## config.mk

```make
export PLATFORM = sky130hd
export DESIGN_NAME = chunk_reassembly_checker_top
export DESIGN_NICKNAME = d
export VERILOG_FILES = /design/src/rtl/crchk_pkg.sv /design/src/rtl/crchk_core.sv /design/src/rtl/chunk_reassembly_checker_top.sv
export VERILOG_INCLUDE_DIRS = /design/src /design/src/rtl
export SDC_FILE = /design/constraint.sdc
export NUM_CORES = 1
export LEC_CHECK = 0
export ABC_CLOCK_PERIOD_IN_PS = 8500
export BUFFER_PORTS_ARGS = -buffer_cell sky130_fd_sc_hd__buf_2
export CORE_MARGIN = 8
export CORE_UTILIZATION = 45
export DETAILED_ROUTE_END_ITERATION = 16
export GPL_TIMING_DRIVEN = 1
export SLEW_MARGIN = 0
export SYNTH_ARGS = -nofsm -noshare
export SYNTH_HDL_FRONTEND = slang
export SYNTH_SLANG_ARGS = --single-unit
```

## constraint.sdc

```tcl
create_clock -name i_clk -period 8.5 [get_ports i_clk]
set_input_delay 0.425 -clock i_clk [delete_from_list [all_inputs] [get_ports i_clk]]
set_output_delay 0.425 -clock i_clk [all_outputs]
set_load 0.005 [all_outputs]
```

## src/rtl/chunk_reassembly_checker_top_macros.svh

```systemverilog
// Assertion macros for the chunk reassembly checker.
// Used by chunk_reassembly_checker_top; expects i_clk and i_rst_n in scope.
`ifndef CHUNK_REASSEMBLY_CHECKER_TOP_MACROS_SVH
`define CHUNK_REASSEMBLY_CHECKER_TOP_MACROS_SVH

// same-cycle implication
`define CRCHK_ASSERT_IMPL(label, ante, cons) \
    label: assert property (@(posedge i_clk) disable iff (!i_rst_n) (ante) |-> (cons)) \
        else $error("chunk reassembly checker: implication violated");

// next-cycle implication
`define CRCHK_ASSERT_NEXT(label, ante, cons) \
    label: assert property (@(posedge i_clk) disable iff (!i_rst_n) (ante) |=> (cons)) \
        else $error("chunk reassembly checker: next-cycle implication violated");

`endif

```

## src/rtl/crchk_pkg.sv

```systemverilog
// Package for the chunk reassembly checker: transfer structs and codes.
// No dependencies.
`default_nettype none

package crchk_pkg;

    localparam logic [2:0] HDR_LEN = 3'd4;

    localparam logic [1:0] ST_REJECTED   = 2'd0;
    localparam logic [1:0] ST_INCOMPLETE = 2'd1;
    localparam logic [1:0] ST_COMPLETE   = 2'd2;

    localparam logic [31:0] TIMEOUT_RESET = 32'd3000;

    typedef struct packed {
        logic [7:0]  data_byte;
        logic        chunk_last;
        logic [31:0] now_ms;
    } t_in_item;

    typedef struct packed {
        logic        write_valid;
        logic [7:0]  write_byte;
        logic [15:0] write_offset;
        logic        status_valid;
        logic [1:0]  chunk_status;
    } t_out_item;

endpackage

`default_nettype wire

```

## src/rtl/crchk_core.sv

```systemverilog
// Chunk header parsing, transfer rules and per-byte result generation.
// Depends on crchk_pkg.
`default_nettype none

module crchk_core (
    input  wire logic                i_clk,
    input  wire logic                i_rst_n,
    input  wire logic                i_step,
    input  wire crchk_pkg::t_in_item i_item,
    input  wire logic [31:0]         i_timeout_ms,
    output crchk_pkg::t_out_item     o_result
);

    logic        r_open,      n_open;
    logic [15:0] r_exp,       n_exp;
    logic [15:0] r_rcv,       n_rcv;
    logic [31:0] r_last_time, n_last_time;
    logic [2:0]  r_hdr_idx,   n_hdr_idx;
    logic [15:0] r_hdr_total, n_hdr_total;
    logic [15:0] r_hdr_off,   n_hdr_off;
    logic        r_acc,       n_acc;
    logic [15:0] r_pc,        n_pc;
    logic [31:0] r_chunk_time, n_chunk_time;

    always_comb begin
        logic [31:0] age;
        logic        timed_out;
        logic [15:0] hoff;
        logic [15:0] rcv_sum;

        n_open       = r_open;
        n_exp        = r_exp;
        n_rcv        = r_rcv;
        n_last_time  = r_last_time;
        n_hdr_idx    = r_hdr_idx;
        n_hdr_total  = r_hdr_total;
        n_hdr_off    = r_hdr_off;
        n_acc        = r_acc;
        n_pc         = r_pc;
        n_chunk_time = r_chunk_time;
        o_result     = '0;

        age       = r_chunk_time - r_last_time;
        timed_out = r_open && (age > i_timeout_ms);
        hoff      = {i_item.data_byte, r_hdr_off[7:0]};
        rcv_sum   = '0;

        if (r_hdr_idx != crchk_pkg::HDR_LEN) begin
            case (r_hdr_idx[1:0])
                2'd0: begin
                    n_chunk_time = i_item.now_ms;
                    n_hdr_total  = {8'd0, i_item.data_byte};
                end
                2'd1: begin
                    n_hdr_total = {i_item.data_byte, r_hdr_total[7:0]};
                end
                2'd2: begin
                    n_hdr_off = {8'd0, i_item.data_byte};
                end
                default: begin
                    n_hdr_off = hoff;
                    if (timed_out) begin
                        n_open = 1'b0;
                        n_exp  = '0;
                        n_rcv  = '0;
                    end
                    if (hoff == 16'd0) begin
                        n_open = 1'b1;
                        n_exp  = r_hdr_total;
                        n_rcv  = '0;
                    end
                    n_acc = n_open && (r_hdr_total == n_exp) && (hoff == n_rcv);
                    n_pc  = '0;
                end
            endcase
            n_hdr_idx = r_hdr_idx + 3'd1;
        end else begin
            if (r_acc) begin
                o_result.write_valid  = 1'b1;
                o_result.write_byte   = i_item.data_byte;
                o_result.write_offset = r_hdr_off + r_pc;
            end
            n_pc = r_pc + 16'd1;
        end

        if (i_item.chunk_last) begin
            o_result.status_valid = 1'b1;
            o_result.chunk_status = crchk_pkg::ST_REJECTED;
            if ((n_hdr_idx == crchk_pkg::HDR_LEN) && n_acc) begin
                rcv_sum     = n_rcv + n_pc;
                n_rcv       = rcv_sum;
                n_last_time = n_chunk_time;
                if (rcv_sum >= n_exp) begin
                    n_open                = 1'b0;
                    o_result.chunk_status = crchk_pkg::ST_COMPLETE;
                end else begin
                    o_result.chunk_status = crchk_pkg::ST_INCOMPLETE;
                end
            end
            n_hdr_idx = '0;
            n_acc     = 1'b0;
            n_pc      = '0;
        end
    end

    always_ff @(posedge i_clk) begin
        if (!i_rst_n) begin
            r_open       <= 1'b0;
            r_exp        <= '0;
            r_rcv        <= '0;
            r_last_time  <= '0;
            r_hdr_idx    <= '0;
            r_hdr_total  <= '0;
            r_hdr_off    <= '0;
            r_acc        <= 1'b0;
            r_pc         <= '0;
            r_chunk_time <= '0;
        end else if (i_step) begin
            r_open       <= n_open;
            r_exp        <= n_exp;
            r_rcv        <= n_rcv;
            r_last_time  <= n_last_time;
            r_hdr_idx    <= n_hdr_idx;
            r_hdr_total  <= n_hdr_total;
            r_hdr_off    <= n_hdr_off;
            r_acc        <= n_acc;
            r_pc         <= n_pc;
            r_chunk_time <= n_chunk_time;
        end
    end

endmodule

`default_nettype wire

```

## src/rtl/chunk_reassembly_checker_top.sv

```systemverilog
// Chunk reassembly checker: takes one chunk byte per cycle and gives one result per byte:
// an optional payload write and, on a chunk's last byte, its status. Each byte passes an
// input register, the combinational header and transfer-rule logic, and a result register;
// a new byte is taken every cycle while the output is not stalled.
// The timeout register resets to 3000 ms and takes a write only while the block is idle.
// Depends on crchk_pkg, crchk_core and chunk_reassembly_checker_top_macros.svh.
`default_nettype none

`include "chunk_reassembly_checker_top_macros.svh"

module chunk_reassembly_checker_top (
    input  wire logic                 i_clk,
    input  wire logic                 i_rst_n,
    input  wire logic                 i_in_valid,
    output logic                      o_in_stall,
    input  wire crchk_pkg::t_in_item  i_in_data,
    output logic                      o_out_valid,
    input  wire logic                 i_out_stall,
    output crchk_pkg::t_out_item      o_out_data,
    input  wire logic                 i_cfg_valid,
    output logic                      o_cfg_ready,
    input  wire logic [31:0]          i_cfg_data
);

    logic                 r_in_valid;
    crchk_pkg::t_in_item  r_in_data;
    logic                 r_out_valid;
    crchk_pkg::t_out_item r_out_data;
    logic [31:0]          r_timeout_ms;
    logic                 step;
    crchk_pkg::t_out_item result;

    assign step        = r_in_valid && !(r_out_valid && i_out_stall);
    assign o_in_stall  = r_in_valid && r_out_valid && i_out_stall;
    assign o_out_valid = r_out_valid;
    assign o_out_data  = r_out_data;
    assign o_cfg_ready = !r_in_valid && !r_out_valid;

    crchk_core u_core (
        .i_clk        (i_clk),
        .i_rst_n      (i_rst_n),
        .i_step       (step),
        .i_item       (r_in_data),
        .i_timeout_ms (r_timeout_ms),
        .o_result     (result)
    );

    always_ff @(posedge i_clk) begin
        if (!i_rst_n) begin
            r_in_valid   <= 1'b0;
            r_out_valid  <= 1'b0;
            r_timeout_ms <= crchk_pkg::TIMEOUT_RESET;
        end else begin
            if (!o_in_stall) begin
                r_in_valid <= i_in_valid;
            end
            if (step) begin
                r_out_valid <= 1'b1;
            end else if (!i_out_stall) begin
                r_out_valid <= 1'b0;
            end
            if (i_cfg_valid && o_cfg_ready) begin
                r_timeout_ms <= i_cfg_data;
            end
        end
    end

    always_ff @(posedge i_clk) begin
        if (!o_in_stall && i_in_valid) begin
            r_in_data <= i_in_data;
        end
        if (step) begin
            r_out_data <= result;
        end
    end

    `CRCHK_ASSERT_IMPL(a_no_write_zero, o_out_valid && !o_out_data.write_valid, o_out_data.write_byte == 8'd0 && o_out_data.write_offset == 16'd0)
    `CRCHK_ASSERT_IMPL(a_no_status_zero, o_out_valid && !o_out_data.status_valid, o_out_data.chunk_status == crchk_pkg::ST_REJECTED)
    `CRCHK_ASSERT_IMPL(a_stall_holds_item, o_in_stall, r_in_valid && !step)
    `CRCHK_ASSERT_NEXT(a_step_fills_out, step, r_out_valid)

endmodule

`default_nettype wire

```

==> flow_metrics.tcl, run 1 <==
set metrics [dict create \
    hpwl_um 29160 \
    setup.worst_path.end_class "flip-flop" \
    path_clk_slew_ns 0.07 \
    hold_depth 1 \
    synth_common_cells "233 x nand2_1, 183 x dfxtp_1, 140 x inv_1, 116 x ha_1, 75 x a21boi_0" \
    dp.cells 2143 \
    grt_pass1_wl_um 63360 \
    max_freq_mhz 125.0 \
    synth_top_area_share_pct 24.86 \
    fp.dieArea_um2 38800 \
    cts_tree "built" \
    ys_seq_area_share_pct 38.92 \
    p_leak_nw 7.353 \
    power.share.clock_pct 42.3 \
    swShare_pct 26.22 \
    clk_latency_ns 0.56 \
    crit_fanout 8 \
    finalCritPeriodShare_pct 94.14 \
    drc 0 \
    final-setup-viol-count 0 \
    path_class "reg -> reg" \
    antenna_cells 0 \
    yosys_warnings 0 \
    drv_cap 0 \
    ys_ff_latch 252 \
    layout-drive-gt1-share_pct 14.00 \
    vias 12070 \
    irDropWorstVdd_mv 0.1669 \
    status "finished clean" \
    grt.overflow.total 0 \
    crit_arrival_ns 8.32 \
    worst_r2r_path_depth 44 \
    hold_viol_final 0 \
    dr.pass1.iters 5 \
    layoutNonFillerInstCount 2206 \
    area_growth_pct 15.16 \
    initial_utilization_pct 45.52 \
    holdCritPathClass "in -> reg" \
    layout.nets 1938 \
    cts_made_buffers 29 \
    drtIter0Drc 821 \
    synth_edf_count 69 \
    synthCells 1650 \
    fp.dieH_um 197.0 \
    htree_num_levels 1 \
    crit_slowest_cell "o31ai_4" \
    power.total_mw 3.156 \
    required_ns 8.81 \
    synthArstFlopShare_pct 0 \
    viasPerCell 5.473 \
    io_buffer_count 108 \
    yosys.area.top_type "dfxtp_1" \
    syn_area_per_cell_um2 8.931 \
    wl_per_cell_um 18.22 \
    cp-start-kind "flip-flop" \
    gr-usage-all-layers_pct 20.15 \
    gp_congestion 0.9363 \
    coreArea_um2 32370 \
    r2r_slack_ns 0.50 \
    yosysMostFrequentCell "nand2_1" \
    relSlewSlack_pct 26.21 \
    ctsLongestPathBuffers 3 \
    ys_top_cells_by_area "dfxtp_1 25%, edfxtp_1 14%, ha_1 9.8%" \
    drtAntennaViolNets 0 \
    cts_sinks 252 \
    grt_pass1_vias 11790 \
    worst_pin_slew_ns 1.104 \
    io_pins 109 \
    p_int_mw 2.328 \
    slew_violations 0 \
    fp.dieW_um 197.0 \
    grt_max_degree 84 \
    finalCriticalPeriod_ns 8.002 \
    antenna_found_initial 0 \
    powerDensity_nw_per_um2 186.0 \
    clockRootBuffer "clkbuf_16" \
    final_util_pct 52.42 \
    switchingPower_uw 827.4 \
    num_rows 66 \
    cpMostUsedCell "a21o_1" \
    finClkSkew_ns 0.01039 \
    synthesis.nets 1847 \
    power_frac_comb_pct 16.3 \
    wirelength_um 40200 \
    slowest_delay_ns 0.49 \
    power_frac_seq_pct 41.4 \
    synthesis.area_um2 14740 \
    synth-main-ff-cell "dfxtp_1" \
    synthDistinctLibCells 71 \
    hold_buffers 0 \
]
registers in the layout, indices dropped and copies added, names as in the netlist:
register / flops
r_in_valid: 1
u_core.r_rcv: 16
u_core.r_hdr_idx: 3
o_out_valid: 1
u_core.r_hdr_total: 16
u_core.r_acc: 1
u_core.r_hdr_off: 16
u_core.r_open: 1
u_core.r_last_time: 32
r_timeout_ms: 32
u_core.r_pc: 16
u_core.r_exp: 16
r_in_data: 41
u_core.r_chunk_time: 32
o_out_data: 28
cells by family after synthesis:
family	after synthesis	share of synthesized area (%)
flip-flops	252	38.92
AND/OR/NAND/NOR	521	17.07
buffers and inverters	215	5.748
adder cells (fa/ha/maj)	119	10.26
AO/OA/AOI/OAI	449	22.13
XOR/XNOR	59	3.507
multiplexers	35	2.377
cell usage in the layout (no fill, tap or decap), types with 15 or more instances in the layout:
| cell | n |
|---|---|
| nand2_1 | 229 |
| dfxtp_1 | 183 |
| inv_1 | 137 |
| ha_1 | 112 |
| buf_2 | 107 |
| a21boi_0 | 75 |
| nor2_1 | 69 |
| edfxtp_1 | 69 |
| a21oi_1 | 66 |
| nor2b_1 | 58 |
| a22oi_1 | 54 |
| o21ai_0 | 49 |
| xnor2_1 | 40 |
| nand3_1 | 35 |
| mux2i_1 | 35 |
| o211a_1 | 32 |
| nor3_1 | 31 |
| a21o_1 | 30 |
| clkbuf_16 | 30 |
| buf_4 | 26 |
| xor2_1 | 19 |
| and3_1 | 15 |
timing repair:
action | CTS | global route
pin swaps | 0 | 22
setup buffers | 0 | 9
resized for setup | 1 | 35
endpoints found under the setup margin | 1 | 3
stage by stage:
step                 TNS [ns]  worst slack, ns  instance area [um2]  hold slack [ns]
finish                      0           0.4978                16970          0.03993
detailed placement  -0.009277        -0.009277                15690           0.4602
floorplan                   0           0.6123                14740           0.4435
global route         -0.03431         -0.01953                16970          0.02157
CTS                         0          0.02847                16730          0.01377
global placement            0           0.2371                15690           0.4538
power groups by stage:
| stage | Sequential, mW | Clock (mW) | Combinational, mW |
|---|---|---|---|
| final | 1.31 | 1.33 | 0.515 |
| after floorplan | 1.32 | 0 | 0.351 |
| after global placement | 1.33 | 0 | 0.471 |
| after detailed placement | 1.33 | 0 | 0.479 |
| after CTS | 1.31 | 1.36 | 0.485 |
| after global routing | 1.31 | 1.41 | 0.575 |
worst max-delay path, delay by kind of cell, from the launching register on:
kind / cells / cell delay [ns]
AND/OR/NAND/NOR: 7 / 0.67
buffers and inverters: 7 / 0.81
AO/OA/AOI/OAI: 23 / 4.20
flip-flops: 1 / 0.31
XOR/XNOR: 2 / 0.36
adder cells (fa/ha/maj): 5 / 1.39
worst paths after layout:
path	from	to
max reg2reg	u_core.r_chunk_time[0]	o_out_data[1]
min	i_in_data[10]	r_in_data[10]
min reg2reg	r_timeout_ms[31]	r_timeout_ms[31]
max	u_core.r_chunk_time[0]	o_out_data[1]
cell type report:
type	count	area, um2
clock inverters	16	220.2
well taps	442	553.0
fillers	3107	15400
inverters	140	525.5
multi-input cells	1183	8363
flip-flops and latches	252	5736
repair buffers	135	762.0
clock buffers	38	810.8
metal layers:
layer,vias to the layer above,wire [um],global-route usage [%]
met5,-,0,0
met3,83,1867,2.917
li1,6042,-,-
met2,311,18820,34.44
met1,5637,18150,25.87
met4,0,1366,6.520
(Power assumes the default switching activity.)
==> run 2, diff against run 1 <==
- CORE_UTILIZATION: 45 -> 50
- PLACE_DENSITY: not set -> 0.71
==> flow_metrics.tcl, run 2 (same netlist as run 1, synthesis figures left out) <==
set metrics [dict create \
    drtAntennaViolNets 0 \
    irDropWorstVdd_mv 0.1698 \
    clockRootBuffer "clkbuf_16" \
    required_ns 8.80 \
    swShare_pct 26.91 \
    layout-drive-gt1-share_pct 13.53 \
    hpwl_um 27680 \
    cts_sinks 252 \
    final_util_pct 57.15 \
    slowest_delay_ns 0.42 \
    wirelength_um 38350 \
    vias 12300 \
    io_pins 109 \
    crit_family "compound AO/OA/AOI/OAI gates" \
    grt_max_degree 102 \
    fp.dieArea_um2 35220 \
    dp.cells 2087 \
    final_common_cell "nand2_1" \
    final-setup-viol-count 0 \
    gp_congestion 0.9249 \
    setup.worst_path.end_class "flip-flop" \
    gr-usage-all-layers_pct 20.90 \
    fp.dieW_um 187.7 \
    layoutNonFillerInstCount 2156 \
    wl_per_cell_um 17.79 \
    largest_reg_flops 41 \
    ctsLongestPathBuffers 3 \
    finalCriticalPeriod_ns 8.095 \
    cpMostUsedCell "inv_1" \
    path_class "reg -> reg" \
    crit_fanout 6 \
    finClkSkew_ns 0.02938 \
    cts_made_buffers 28 \
    place_area_um2 15590 \
    drc 0 \
    viasPerCell 5.703 \
    finalCritPeriodShare_pct 95.24 \
    power_frac_comb_pct 17.2 \
    layout.nets 1941 \
    drv_cap 0 \
    initial_utilization_pct 50.26 \
    switchingPower_uw 798.7 \
    drtIter0Drc 1059 \
    cp-start-kind "flip-flop" \
    antenna_found_initial 0 \
    crit_slowest_cell "fa_1" \
    clk_latency_ns 0.56 \
    holdCritPathClass "in -> reg" \
    io_buffer_count 108 \
    worst_pin_slew_ns 1.310 \
    crit_arrival_ns 8.39 \
    coreArea_um2 29320 \
    p_leak_nw 7.316 \
    area_growth_pct 13.72 \
    nFillCells 2604 \
    path_buf_inv 6 \
    dr.pass1.iters 8 \
    grt_pass1_vias 11980 \
    num_rows 63 \
    max_freq_mhz 123.5 \
    antenna_cells 0 \
    power_frac_seq_pct 44.0 \
    htree_num_levels 1 \
    slew_violations 0 \
    power.share.clock_pct 38.8 \
    status "finished clean" \
    grt_pass1_wl_um 61290 \
    cts_tree "built" \
    top_register "r_in_data" \
    fp.dieH_um 187.7 \
    hold_viol_final 0 \
    powerDensity_nw_per_um2 177.1 \
    relSlewSlack_pct 12.34 \
    final_area_um2 16760 \
    path_clk_slew_ns 0.06 \
    hold_buffers 0 \
    p_int_mw 2.169 \
    most-common-layout-cells "231 x nand2_1, 183 x dfxtp_1, 139 x inv_1, 114 x ha_1, 107 x buf_2" \
    grt.overflow.total 0 \
]
[run 2: repair_timing]
| item | 4_1_cts | 5_1_grt |
|---|---|---|
| setup endpoints to repair | 0 | 3 |
| setup buffers | 0 | 16 |
| hold endpoints to repair | 0 | 0 |
| resized for setup | 0 | 32 |
[run 2: per-layer routing]
layer / global-route usage, % / part of all wire [%]
met1: 26.66 / 44
met2: 35.41 / 47
met3: 3.566 / 5.9
met4: 6.909 / 3.1
met5: 0 / 0
[run 2: path summary, 6_finish.rpt]
path / from / end / slack, ns / cells after the start
max reg2reg: u_core.r_chunk_time[0] / o_out_data[1] / 0.40 / 43
max: u_core.r_chunk_time[0] / o_out_data[1] / 0.40 / 43
min reg2reg: r_timeout_ms[22] / r_timeout_ms[22] / 0.47 / 2
min: i_in_data[2] / r_in_data[2] / 0.04 / 1
[run 2: through the flow]
| stage | setup TNS [ns] | worst slack [ns] | power, mW | hold WS, ns |
|---|---|---|---|---|
| 4_1_cts | 0 | 0.03635 | 2.960 | 0.02247 |
| 6_report | 0 | 0.4050 | 2.968 | 0.04299 |
| 3_3_place_gp | 0 | 0.3627 | 1.792 | 0.4550 |
| 2_1_floorplan | 0 | 0.6123 | 1.672 | 0.4435 |
| 3_5_place_dp | 0 | 0.07468 | 1.805 | 0.4625 |
| 5_1_grt | -0.1698 | -0.06348 | 3.107 | 0.01978 |
[run 2: cell type report]
| cell class | count | area (um2) | area share (%) |
|---|---|---|---|
| multi-input combinational | 1183 | 8327 | 49.69 |
| sequential | 252 | 5736 | 34.22 |
| timing repair buffer | 139 | 805.8 | 4.808 |
| clock buffer | 41 | 779.5 | 4.651 |
| inverter | 140 | 525.5 | 3.136 |
| tap | 390 | 488.0 | 2.912 |
| clock inverter | 11 | 97.59 | 0.5823 |
[run 2: power groups by stage]
stage          Sequential (mW)  Clock [mW]  Combinational, mW
2_1_floorplan             1.32           0              0.351
4_1_cts                   1.31        1.18              0.476
5_1_grt                   1.31        1.23              0.567
3_5_place_dp              1.33           0              0.473
6_report                  1.31        1.15              0.510
3_3_place_gp              1.33           0              0.462
[run 2: worst reg2reg max path, delay by kind of cell (launching register included)]
kind	cells	cell delay (ns)
compound gates	22	4.34
fa+ha+maj	6	1.70
buf+inv	6	0.58
simple gates	7	0.58
xor+xnor	2	0.34
flops	1	0.31
==> run 3, diff against run 2 <==
- PLACE_DENSITY: 0.71 -> 0.74
==> flow_metrics.tcl, run 3 (same netlist as run 1, synthesis figures left out) <==
set metrics [dict create \
    status "finished clean" \
    layout-drive-gt1-share_pct 12.72 \
    path_class "reg -> reg" \
    required_ns 8.79 \
    slowest_delay_ns 0.49 \
    irDropWorstVdd_mv 0.2450 \
    p_leak_nw 7.299 \
    initial_utilization_pct 50.26 \
    grt_pass1_vias 12020 \
    coreArea_um2 29320 \
    ctsLongestPathBuffers 3 \
    largest_reg_flops 41 \
    hpwl_um 27690 \
    worst_pin_slew_ns 1.242 \
    grt_max_degree 97 \
    layoutNonFillerInstCount 2143 \
    hold_buffers 0 \
    cts_tree "built" \
    slew_violations 0 \
    final_area_um2 16690 \
    cts_made_buffers 27 \
    crit_family "compound AO/OA/AOI/OAI gates" \
    path_clk_slew_ns 0.06 \
    holdWs_ns 0.05740 \
    drtIter0Drc 942 \
    crit_arrival_ns 8.34 \
    dr.pass1.iters 5 \
    place_area_um2 15590 \
    io_buffer_count 108 \
    wl_per_cell_um 17.70 \
    crit_slowest_cell "o31ai_4" \
    antenna_found_initial 0 \
    cp-start-kind "flip-flop" \
    io_pins 109 \
    top_register "r_in_data" \
    drtAntennaViolNets 0 \
    clk_latency_ns 0.54 \
    vias 12200 \
    gp_congestion 0.9449 \
    max_freq_mhz 124.3 \
    num_rows 63 \
    r2r_slack_ns 0.45 \
    powerDensity_nw_per_um2 182.4 \
    cts_sinks 252 \
    hold_viol_final 0 \
    finClkSkew_ns 0.01146 \
    most-common-layout-cells "232 x nand2_1, 183 x dfxtp_1, 139 x inv_1, 116 x ha_1, 107 x buf_2" \
    htree_num_levels 1 \
    grt_pass1_wl_um 60900 \
    drv_cap 0 \
    fp.dieW_um 187.7 \
    gr-usage-all-layers_pct 20.79 \
    finalCriticalPeriod_ns 8.046 \
    clockRootBuffer "clkbuf_16" \
    viasPerCell 5.691 \
    setup.worst_path.end_class "flip-flop" \
    finalCritPeriodShare_pct 94.66 \
    layout_setup_ws_ns 0.4538 \
    area_growth_pct 13.27 \
    path_buf_inv 6 \
    layout.nets 1929 \
    fp.dieArea_um2 35220 \
    dp.cells 2087 \
    final_common_cell "nand2_1" \
    crit_fanout 6 \
    final-setup-viol-count 0 \
    antenna_cells 0 \
    relSlewSlack_pct 16.89 \
    holdCritPathClass "in -> reg" \
    fp.dieH_um 187.7 \
    grt.overflow.total 0 \
    place_ws_ns 0.1942 \
    wirelength_um 37940 \
    drc 0 \
]
run 3: cell count changes in the layout (fill, tap and decap cells not counted), moves of 3 or more:
cell / change
clkinvlp_4: -3
clkbuf_1: -6
buf_4: -11
bufinv_16: +4
run 3: area by class of cell:
cell class	count	area, um2
Clock buffer	34	732.0
Clock inverter	16	209.0
Multi-Input combinational cell	1183	8279
Timing Repair Buffer	128	723.2
Tap cell	390	488.0
Sequential cell	252	5736
Fill cell	2629	12630
Inverter	140	525.5
run 3: per-layer routing:
| metal | GRT usage [%] | share of wire, % |
|---|---|---|
| met1 | 26.14 | 43 |
| met2 | 35.94 | 48 |
| met3 | 2.582 | 5.2 |
| met4 | 7.848 | 4.0 |
| met5 | 0 | 0 |
run 3: final timing paths:
kind	to	depth (start not counted)	from
hold reg to reg	r_timeout_ms[16]	2	r_timeout_ms[16]
hold / removal	r_in_data[36]	1	i_in_data[36]
setup / recovery	o_out_data[1]	44	u_core.r_chunk_time[0]
setup reg to reg	o_out_data[1]	44	u_core.r_chunk_time[0]
run 3: where the power goes:
part | switching, mW | internal [mW]
sequential | 0.0309 | 1.27
clock | 0.483 | 0.760
combinational | 0.278 | 0.217
run 3: timing repair:
item                       CTS  global route
resized for setup            0            24
setup buffers                0             5
setup endpoints to repair    0             3
run 3: metrics by stage:
stage	total power [mW]	setup TNS (ns)	utilization, %
floorplan	1.672	0	-
global placement	1.790	0	53.15
detailed placement	1.806	0	53.15
CTS	3.046	0	56.36
global route	3.175	-0.2445	56.93
finish	3.044	0	56.93
